<file path="src/rtl/gbn_pkg.sv">
// shared types and constants for the greedy box nms core
package gbn_pkg;

  // field widths of a box and its derived values
  localparam int COORD_W  = 16;
  localparam int DIM_W    = 15;
  localparam int AREA_W   = 2 * DIM_W;
  localparam int EDGE_W   = COORD_W + 1;
  localparam int THR_W    = 9;
  localparam int IDX_W    = 16;
  localparam int KEPT_W   = 7;
  localparam int UNI_W    = AREA_W + 1;
  localparam int PROD_W   = THR_W + UNI_W;
  localparam int FRAC_SH  = 8;

  // kept store depth and its address width
  localparam int MAX_KEPT = 64;
  localparam int ADDR_W   = $clog2(MAX_KEPT);

  localparam logic [THR_W-1:0] THR_RESET = THR_W'(115);

  // one candidate or kept box
  typedef struct packed {
    logic signed [COORD_W-1:0] left;
    logic signed [COORD_W-1:0] top;
    logic [DIM_W-1:0]          width;
    logic [DIM_W-1:0]          height;
  } gbn_box_t;

  // one entry of the kept store
  typedef struct packed {
    gbn_box_t          box;
    logic [AREA_W-1:0] area;
  } gbn_entry_t;

  // controller to datapath commands
  typedef struct packed {
    logic load;
    logic issue;
    logic finish;
  } gbn_cmd_t;

  // datapath to controller status
  typedef struct packed {
    logic issue_done;
    logic pipe_empty;
    logic out_free;
  } gbn_stat_t;

endpackage

</file>
<file path="src/rtl/gbn_ctrl.sv">
// controller state machine: accepts a box, sweeps the kept store, emits the result
module gbn_ctrl (
  input  logic             clk,
  input  logic             rst_n,
  input  logic             in_tvalid,
  output logic             in_tready,
  input  gbn_pkg::gbn_stat_t stat,
  output gbn_pkg::gbn_cmd_t  cmd
);

  typedef enum logic [1:0] {
    S_IDLE,
    S_SCAN,
    S_WRAP
  } state_t;

  state_t state_r, state_nxt;
  logic   in_tready_r, in_tready_nxt;

  // next state and commands
  always_comb begin
    state_nxt     = state_r;
    in_tready_nxt = in_tready_r;
    cmd           = '0;
    unique case (state_r)
      S_IDLE: begin
        if (in_tvalid && in_tready_r) begin
          cmd.load      = 1'b1;
          state_nxt     = S_SCAN;
          in_tready_nxt = 1'b0;
        end
      end
      S_SCAN: begin
        if (stat.issue_done) begin
          state_nxt = S_WRAP;
        end else begin
          cmd.issue = 1'b1;
        end
      end
      S_WRAP: begin
        if (stat.pipe_empty && stat.out_free) begin
          cmd.finish    = 1'b1;
          state_nxt     = S_IDLE;
          in_tready_nxt = 1'b1;
        end
      end
      default: begin
        state_nxt     = S_IDLE;
        in_tready_nxt = 1'b1;
      end
    endcase
  end

  // state and registered ready
  always_ff @(posedge clk) begin
    if (!rst_n) begin
      state_r     <= S_IDLE;
      in_tready_r <= 1'b1;
    end else begin
      state_r     <= state_nxt;
      in_tready_r <= in_tready_nxt;
    end
  end

  assign in_tready = in_tready_r;

  // ready is only offered while waiting for a box
  a_ready_idle: assert property (@(posedge clk) disable iff (!rst_n)
    in_tready_r |-> state_r == S_IDLE)
    else $error("ready raised outside idle");

  // a result is only finished after the pipeline drained
  a_finish_drained: assert property (@(posedge clk) disable iff (!rst_n)
    cmd.finish |-> stat.pipe_empty && stat.issue_done)
    else $error("finish with compares in flight");

  // a load always starts a scan
  a_load_scan: assert property (@(posedge clk) disable iff (!rst_n)
    cmd.load |=> state_r == S_SCAN)
    else $error("load did not start a scan");

endmodule

</file>
<file path="config.mk">
export PLATFORM = sky130hd
export DESIGN_NAME = gbn_ctrl
export DESIGN_NICKNAME = d
export VERILOG_FILES = /design/src/rtl/gbn_pkg.sv /design/src/rtl/gbn_ctrl.sv
export SDC_FILE = /design/constraint.sdc
export NUM_CORES = 1
export LEC_CHECK = 0
export BUFFER_PORTS_ARGS = -buffer_cell sky130_fd_sc_hd__buf_2
export CAP_MARGIN = 20
export CORE_AREA = 5 5 42 44
export DETAILED_ROUTE_END_ITERATION = 12
export DIE_AREA = 0 0 47 49
export GPL_ROUTABILITY_DRIVEN = 0
export HOLD_SLACK_MARGIN = 0.12
export PLACE_DENSITY = 0.42
export SLEW_MARGIN = 5
export SYNTH_ARGS = -nofsm -noshare
export SYNTH_HDL_FRONTEND = slang
export SYNTH_SLANG_ARGS = --single-unit
</file>
<file path="constraint.sdc">
create_clock -name clk -period 1.7 [get_ports clk]
set_clock_uncertainty 0.1 [all_clocks]
set_input_delay 0.17 -clock clk [delete_from_list [all_inputs] [get_ports clk]]
set_output_delay 0.17 -clock clk [all_outputs]
set_load 0.02 [all_outputs]
</file>
### Yosys cells after proc, flatten, opt, wreduce, memory -nomap -nowiden

Cells that the tools add are included.

| word-level totals | value |
|---|---|
| word-level logic and storage cells | 26 |
| input bits | 6 |
| output and inout bits | 4 |
| register bits | 3 |

| cells by class | value |
|---|---|
| muxes and demuxes | 13 |
| bitwise logic cells | 1 |
| equal/unequal tests | 5 |
| reductions and logical operators | 5 |

Operators with widths:

| operator | number |
|---|---|
| 1-bit two-way mux | 8 |
| 2-bit two-way mux | 3 |
| 2-bit != test, second input constant | 3 |
| 2-bit one-hot mux with 3 select lines | 1 |
| 3-bit AND reduction | 2 |
| 1-bit one-hot mux with 3 select lines | 1 |
| 2-bit by 1-bit equality test with 1-bit output, second input constant | 1 |
| 2-bit equality test, second input constant | 1 |
| 1-bit logical AND | 2 |
| 2-bit logical NOT | 1 |
| 1-bit NOT | 1 |

### Logic depth before layout (Yosys ltp)

Gate-level depths: netlist of the first run.

| depth | value |
|---|---|
| word-level depth | 3 |
| mapped depth | 3 |
| depth with buffers taken out | 3 |

### Worst setup path after synthesis of the first run

OpenSTA, ideal clock, no wires.

| path | value |
|---|---|
| path kind | register to register |
| start point | register in_tready_r, in the netlist in_tready |
| end point | register state_r[0] |
| buffers on the path | 0 |
| data required time | 1.541 ns |
| stages on the path, launching flop included | 3 |
| library setup time | 0.059 ns |
| arrival | 1.010 ns |
| period minus slack after synthesis | 1.168 ns |
| slack | 0.532 ns |
| path through | dfxtp_1 > nor3b_2 > o21a_1 |

| on the way | value |
|---|---|
| cells in the longest elaborated chain, start to end | 3 |

Ends and longest elaborated chain:

| element | RTL line | source |
|---|---|---|
| start, declared | gbn_ctrl.sv:18 | `logic in_tready_r, in_tready_nxt;` |
| start signal, assigned | gbn_ctrl.sv:61 | `in_tready_r <= in_tready_nxt;` |
| 1-bit logical AND | gbn_ctrl.sv:27 | `if (in_tvalid && in_tready_r) begin` |
| 2-bit != test (no source line) | -- |  |
| 3-bit AND reduction (no source line) | -- |  |
| end signal, assigned | gbn_ctrl.sv:60 | `state_r <= state_nxt;` |
| end, declared | gbn_ctrl.sv:17 | `state_t state_r, state_nxt;` |

Every way passes these cells.
A chain may end at the register's enable or synchronous reset.

==> results of run 1 <==
[worst max-delay path: cells and delay by family (launching register included)]
| kind | cells | cell delay [ps] |
|---|---|---|
| buffers and inverters | 1 | 200 |
| DFF | 1 | 330 |
| and+or+nand+nor | 2 | 360 |
[cell families after synthesis]
| family | count (synthesis) |
|---|---|
| simple gates | 7 |
| flops | 3 |
| compound gates | 5 |
[routing by layer]
metal  track usage, %  up-vias  wire length, µm
met1             6.14       68              213
li1                 -       84                -
met5                0        -                0
met2             4.75       10              136
met3             3.69        0               88
met4             5.53        0                0
[report_power, final]
group          internal (µW)  total (µW)  switching, µW
Sequential              77.0        83.9           6.93
Combinational           24.1        47.6           23.5
Clock                   88.0         125           36.6
Total                    189         256           67.1
[cell usage after synthesis (all sizes together)]
| library cell | count | area, µm² |
|---|---|---|
| nand2b | 1 | 13.8 |
| and4b | 1 | 11.3 |
| a21boi | 1 | 7.51 |
| dfxtp | 3 | 60.1 |
| a21oi | 2 | 10.0 |
| nor2b | 1 | 6.26 |
| o21ai | 1 | 5.00 |
| nand2 | 1 | 3.75 |
| o21a | 1 | 7.51 |
| nor3b | 2 | 25.0 |
| nand3b | 1 | 7.51 |
[final timing paths]
| path | slack, ps | end |
|---|---|---|
| worst min-delay path | 160 | state_r[1] |
| worst max register to register | 720 | state_r[0] |
| worst min register to register | 460 | state_r[1] |
| worst max-delay path | 310 | cmd[2] |
[flip-flops by register name (all words and copies together), names as in the netlist]
name       cells
in_tready      1
state_r        2
[final cells by class]
| type | instances | area [µm²] | share of cell area [%] |
|---|---|---|---|
| multi-input combinational | 12 | 97.6 | 37.7 |
| sequential | 3 | 60.1 | 23.2 |
| tap | 16 | 20.0 | 7.73 |
| clock buffer | 4 | 26.3 | 10.1 |
| timing repair buffer | 10 | 55.1 | 21.3 |
[through the flow]
step           std cells  hold WS, ps  worst slack, ps  power, µW
4_1_cts               45          139              288        265
3_5_place_dp          40          287              547        131
3_3_place_gp          40          288              546        130
5_1_grt               45          189              241        275
2_1_floorplan         15          146              532        112
6_report              45          162              310        256
==> key figures, run 1 <==
Cells and area
  – Layout cells sized above 1: 55.2%
  – Most frequent cells in the layout: 9 x buf_2, 3 x clkbuf_4, 3 x dfxtp_1, 2 x nor3b_2, 2 x a21oi_1
  – End-of-flow core utilization: 18.5%
  – Finished Cell Area: 259 µm²
  – NumNets Final: 36
  – Filler cell count: 163
  – Commonest non-fill, non-tap cell in the layout: buf_2
  – Number of diodes: 0
  – Area growth syn-to-layout: 64.3%

Die
  – I/O Pins: 10
  – # rows: 14
  – Initial Utilization: 11.2%
  – DIE AREA: 2300 µm²
  – Die width: 47 µm
  – Die Y: 49 µm
  – Core ar.: 1400 µm²

Power and ir drop
  – Static Leak: 0.000113 µW
  – Pwr dens: 989 nW/µm²
  – Max IR drop VDD: 298 µV

Clock network
  – H-tree levels: 1
  – Post-CTS sizing: 0
  – Clock Pin Slew Worst Setup and Hold Paths: 40 ps
  – Clk sinks: 3
  – Hold buffers post-CTS: 1
  – Setup bufs post-CTS: 0
  – Clk root buf: clkbuf_4
  – Worst-case clock buffer depth: 2
  – CTS tree: done
  – Total CTS buffers: 3
  – Worst skew pair latency: 230 ps

Logic synthesis
  – Synthesized netlist cell count: 15
  – Post-Synth XOR/XNOR Area: 0%
  – Adder-Cell Fraction of Synth Area: 0%
  – Multiplexer share of the synthesized area: 0%
  – Sequential fraction of the synthesis area: 38.1%
  – Largest family of logic cells by synthesized area: simple AND/OR/NAND/NOR gates
  – Syn. warnings: 0
  – Netlist cell types: 11
  – Mapped cell area: 158 µm²
  – FF+latch count, synth: 3
  – Synth Area per Inst: 10.5 µm²
  – Simple-gate share of the synthesized area: 42.9%
  – Synth Area in Compound Gates: 19.0%
  – Syn nets: 21

Route
  – Routed Antenna Nets: 0
  – Drt total wl: 437 µm
  – Drt first pass iters: 2
  – DR vias/cell: 3.60
  – # DRC: 0
  – Drt initial violations: 2
  – DR WL/cell: 9.71 µm
  – Vias: 162

Hold path
  – HP Start: stat[2]
  – WHS Path Cells: 3
  – Hold Crit Class: input pin to register

Placed design
  – Placed inst area: 223 µm²
  – # port buffers: 9
  – DP Wirelength: 327 µm

STA
  – Slew HR: 84.4%
  – Min Tclk post-route: 1390 ps
  – Max frequency: 719 MHz
  – Setup TNS: 0 ps
  – Max Slew Vio Count: 0
  – Endpoints failing setup: 0
  – Final Hold Viols: 0
  – Slew @ Worst Pin: 234 ps
  – Fin crit share: 81.8%
  – RSZ-0062 raised after global routing: no

Setup path
  – Worst R2R Path Depth: 3
  – Worst r2r src: state_r[0]
  – CP max stage delay: 330 ps
  – Crit path cell chain: nand2b_4 > nor3b_2 > buf_2
  – Worst path required time: 1430 ps
  – CP endpoint kind: output port
  – Crit path launch: state_r[0]
  – Max Fanout on Critical Path: 5
  – Worst setup SP type: register
  – Slowest cell on crit path: dfxtp_1
  – WS Path Type: register to output port
  – Crit path DAT: 1120 ps

Global routing
  – Wire length of the first global-routing pass: 752 µm
  – All-Layer GR Usage: 5.00%
  – Initial antenna violation count: 0
  – Total gr overflow: 0
  – Vias in the first global route: 177
  – Largest net degree at the start of global routing: 7

Run
  – Max-cap violations: 0

Run status
  – Status: finished clean
Note: power is estimated with default switching activity, not from simulation.
==> run 2, diff against run 1 <==
==> constraint.sdc (replaced) <==
create_clock -name clk -period 1.15 [get_ports clk]
set_clock_uncertainty 0.1 [all_clocks]
set_input_delay 0.115 -clock clk [delete_from_list [all_inputs] [get_ports clk]]
set_output_delay 0.115 -clock clk [all_outputs]
set_load 0.02 [all_outputs]
==> run 2 against run 1 <==
The run now ends with negative setup slack left. Total power increased by 55%. Final cell count increased by 4.4%. Die area unchanged. Worst hold slack got worse by 44 ps. Global-route usage increased by 0.35 points. Combinational power increased by 87%. Clock-buffer cell count unchanged. Flip-flop and latch count unchanged. Non-clock buffer count increased by 2. Via count increased by 4.9%. Clock power increased by 46%. Largest power group unchanged.
==> key figures, run 2 (synthesis gave the netlist of run 1 again) <==
Die
  – DIE AREA: 2300 µm²
  – Die Y: 49 µm
  – I/O Pins: 10
  – # rows: 14
  – Die width: 47 µm
  – Core ar.: 1400 µm²
  – Initial Utilization: 11.2%

Setup path
  – Worst setup SP type: register
  – Max Fanout on Critical Path: 5
  – Crit path DAT: 1060 ps
  – Worst path required time: 940 ps
  – CP endpoint kind: output port
  – WS Path Type: register to output port

Run status
  – Status: finished, violations left
  – Failing checks: negative setup slack

Route
  – DR WL/cell: 9.06 µm
  – # DRC: 0
  – Drt initial violations: 4
  – Drt first pass iters: 2
  – Vias: 170
  – Drt total wl: 426 µm
  – Routed Antenna Nets: 0
  – DR vias/cell: 3.62

Power and ir drop
  – Static Leak: 0.000127 µW
  – Pwr dens: 1310 nW/µm²
  – Switching pwr: 101 µW
  – Max IR drop VDD: 462 µV
  – Clock share of power: 46.0%
  – Register share of total power: 31.5%
  – Sw frac: 25.5%
  – Int Pwr: 295 µW
  – Comb pwr share: 22.5%

Cells and area
  – Layout cells sized above 1: 61.3%
  – End-of-flow core utilization: 21.6%
  – Commonest non-fill, non-tap cell in the layout: buf_2
  – NumNets Final: 38
  – Area growth syn-to-layout: 92.1%
  – Most frequent cells in the layout: 6 x buf_2, 3 x clkbuf_4
  – Max FFs per register: 2
  – Most flop-heavy register: state_r
  – Number of diodes: 0
  – Multi-input logic area: 104 µm²
  – Filler cell count: 164
  – Register area: 65.1 µm²

Global routing
  – All-Layer GR Usage: 5.35%
  – Total gr overflow: 0
  – Vias in the first global route: 180
  – Initial antenna violation count: 0
  – Largest net degree at the start of global routing: 7
  – Wire length of the first global-routing pass: 752 µm

Placed design
  – # port buffers: 9
  – Pre-CTS setup slack: 35.2 ps

STA
  – Final Hold Viols: 0
  – Slew @ Worst Pin: 183 ps
  – Slew HR: 87.8%
  – Fin crit share: 111%
  – Post-layout worst setup margin: -121 ps
  – Max Slew Vio Count: 0
  – Max frequency: 787 MHz
  – RSZ-0062 raised after global routing: yes
  – Min Tclk post-route: 1270 ps
  – Endpoints failing setup: 3
  – Final hold slack: 117 ps
  – Setup TNS: -142 ps

Clock network
  – Worst skew pair latency: 230 ps
  – Clk root buf: clkbuf_4
  – Total CTS buffers: 3
  – H-tree levels: 1
  – Clock Pin Slew Worst Setup and Hold Paths: 30 ps
  – Worst-case clock buffer depth: 2
  – CTS tree: done
  – Clk sinks: 3

Hold path
  – Hold Crit Class: input pin to register

Run
  – Max-cap violations: 0
==> run 2: cell types whose count changed in the layout (fill, tap and decap cells not counted) <==
cell           before  now
buf_6               0    2
dfxtp_2             0    1
dfxtp_4             0    1
buf_4               0    2
buf_2               9    6
dlygate4sd3_1       1    2
dfxtp_1             3    1
nor3b_2             2    1
nor3b_4             0    1
==> run 2: power by group through the flow <==
stage	combinational (µW)	sequential (µW)	clock [µW]
2_1_floorplan	42.4	129	0
3_3_place_gp	71.7	125	0
3_5_place_dp	72.9	127	0
4_1_cts	90.6	125	193
5_1_grt	97.9	127	209
6_report	89.2	125	182
==> run 2: through the flow <==
stage	total power [µW]	cell area, µm²	instances
after floorplan	171	164	15
after global placement	197	229	40
after detailed placement	200	229	40
after CTS	408	303	47
after global routing	434	303	47
final	396	303	47
==> run 2: final cells by class <==
class                   count  share of cell area [%]
clock buffers               4                    8.68
multi-input cells          12                    34.3
flip-flops and latches      3                    21.5
well taps                  16                    6.61
repair buffers             12                    28.9
==> run 2: final timing paths <==
kind               from    endpoint  slack, ps  cells past startpoint
max          state_r[0]      cmd[2]       -120                      3
min             stat[0]  state_r[1]        120                      4
max reg2reg  state_r[0]  state_r[0]         80                      4
min reg2reg  state_r[0]  state_r[1]        430                      2
==> run 2: critical path, stage by stage (launching register included) <==
cell      delay [ps]
dfxtp_2          330
nand2b_4         150
nor3b_4          200
buf_6            150
==> run 2: repair_timing <==
item,in CTS,in global routing
hold buffers,2,0
gates resized for setup,8,0
setup buffers,1,0
pin swaps,3,0
setup endpoints to repair,3,3
hold endpoints to repair,3,0
==> run 2: routing by layer <==
layer  global-route usage, %  wire, µm
met5                       0         0
met4                    6.91        26
met3                    3.69        69
met2                    5.43       136
met1                    5.92       193
==> run 3, diff against run 2 <==
--- a/config.mk
+++ b/config.mk
@@ -12,7 +12,7 @@
 export DIE_AREA = 0 0 47 49
 export GPL_ROUTABILITY_DRIVEN = 0
 export HOLD_SLACK_MARGIN = 0.12
-export PLACE_DENSITY = 0.42
+export PLACE_DENSITY_LB_ADDON = 0.08
 export SLEW_MARGIN = 5
 export SYNTH_ARGS = -nofsm -noshare
 export SYNTH_HDL_FRONTEND = slang
==> run 3 against run 2 <==
The run still ends with negative setup slack left. Core utilization is 2.9 points higher. Combinational power is 27% higher. Flip-flop and latch count stayed put. Wire length is 14% higher. Largest power group unchanged. Sequential power hardly changed. Clock power hardly changed. Critical path type unchanged. Maximum frequency is 0.14% higher. Final area is 14% higher.
==> key figures, run 3 (synthesis gave the netlist of run 1 again) <==
Run status
  – Status: finished, violations left
  – Failing checks: negative setup slack

Cells and area
  – Finished Cell Area: 344 µm²
  – Most frequent cells in the layout: 6 x buf_2, 3 x clkbuf_4, 3 x buf_6
  – Number of diodes: 0
  – Max FFs per register: 2
  – Filler cell count: 166
  – Multi-input logic area: 114 µm²
  – NumNets Final: 40
  – Area growth syn-to-layout: 118%
  – Most flop-heavy register: state_r
  – End-of-flow core utilization: 24.6%
  – Layout cells sized above 1: 66.7%
  – Commonest non-fill, non-tap cell in the layout: buf_2
  – Register area: 65.1 µm²

STA
  – Post-layout worst setup margin: -119 ps
  – Slew HR: 88.5%
  – Max Slew Vio Count: 0
  – Final Hold Viols: 0
  – Min Tclk post-route: 1270 ps
  – Fin crit share: 110%
  – Slew @ Worst Pin: 173 ps
  – RSZ-0062 raised after global routing: yes
  – Max frequency: 788 MHz
  – Endpoints failing setup: 3

Die
  – # rows: 14
  – Initial Utilization: 11.2%
  – DIE AREA: 2300 µm²
  – Core ar.: 1400 µm²
  – Die width: 47 µm
  – Die Y: 49 µm
  – I/O Pins: 10

Placed design
  – Placed inst area: 229 µm²
  – DP Wirelength: 345 µm
  – # port buffers: 9

Clock network
  – Worst-case clock buffer depth: 2
  – CTS tree: done
  – Hold buffers post-CTS: 2
  – Worst skew pair latency: 230 ps
  – Clk sinks: 3
  – Clk root buf: clkbuf_4
  – Total CTS buffers: 3
  – H-tree levels: 1
  – Clock Pin Slew Worst Setup and Hold Paths: 30 ps

Hold path
  – Hold Crit Class: input pin to register

Route
  – DR vias/cell: 3.61
  – Drt first pass iters: 1
  – Routed Antenna Nets: 0
  – Vias: 177
  – # DRC: 0
  – Drt initial violations: 0
  – DR WL/cell: 9.90 µm
  – Drt total wl: 485 µm

Setup path
  – CP bufs+invs: 2
  – Crit path DAT: 1050 ps
  – Crit path cell chain: buf_12 > and4b_2 > buf_6
  – Crit path max-delay family: flip-flops
  – Max Fanout on Critical Path: 4
  – Slowest cell on crit path: dfxtp_2
  – CP max stage delay: 320 ps
  – Worst path required time: 940 ps
  – CP endpoint kind: output port
  – Worst setup SP type: register
  – WS Path Type: register to output port

Global routing
  – All-Layer GR Usage: 5.42%
  – Wire length of the first global-routing pass: 814 µm
  – Initial antenna violation count: 0
  – Vias in the first global route: 193
  – Largest net degree at the start of global routing: 7
  – Total gr overflow: 0

Power and ir drop
  – Max IR drop VDD: 351 µV
  – Pwr dens: 1210 nW/µm²
  – Power Total: 418 µW
  – Static Leak: 0.000142 µW

Run
  – Max-cap violations: 0
-- run 3: changes by cell type in the layout (fill, tap and decap cells not counted), sizes merged --
| cell | before | now |
|---|---|---|
| buf | 10 | 12 |
-- run 3: worst paths after layout --
| path | from | to | slack [ps] | depth (start not counted) |
|---|---|---|---|---|
| setup / recovery | state_r[0] | cmd[0] | -120 | 3 |
| hold / removal | stat[0] | state_r[1] | 90 | 4 |
| setup reg to reg | state_r[0] | state_r[0] | 60 | 4 |
| hold reg to reg | state_r[1] | state_r[1] | 420 | 2 |
-- run 3: layer usage --
layer	GRT usage [%]	vias to the layer above	wire length (µm)
met4	5.53	0	0
met2	7.69	4	279
li1	-	91	-
met3	3.69	0	31
met5	0	-	0
met1	4.62	82	174
-- run 3: worst reg2reg max path: stages, from the launching register on --
cell and delay, ps:
dfxtp_2 320, buf_12 120, nor3b_4 140, buf_4 120
o21a_1 170
-- run 3: stage by stage --
step	cells	setup slack, ps	setup TNS, ps	hold slack (ps)
6_report	49	-119	-298	89.0
5_1_grt	49	-172	-459	104
4_1_cts	47	-115	-186	97.4
3_5_place_dp	40	67.0	0	237
3_3_place_gp	40	51.1	0	243
2_1_floorplan	15	47.9	0	91.2
-- run 3: what timing repair did --
item | in CTS | in global routing
endpoints found under the setup margin | 3 | 3
pin swaps | 2 | 0
setup buffers | 1 | 2
gates resized for setup | 8 | 3
endpoints found under the hold margin | 3 | 1
-- run 3: layout make-up --
cell class | instances | share of cell area (%)
Timing Repair Buffer | 14 | 34.5
Sequential cell | 3 | 18.9
Clock buffer | 4 | 7.64
Tap cell | 16 | 5.82
Multi-Input combinational cell | 12 | 33.1
-- run 3: where the power goes --
part | leakage (µW) | internal [µW] | switching (µW)
Sequential | 0.0000259 | 114 | 10.8
Combinational | 0.000101 | 69.1 | 44.1
Clock | 0.0000150 | 130 | 50.3
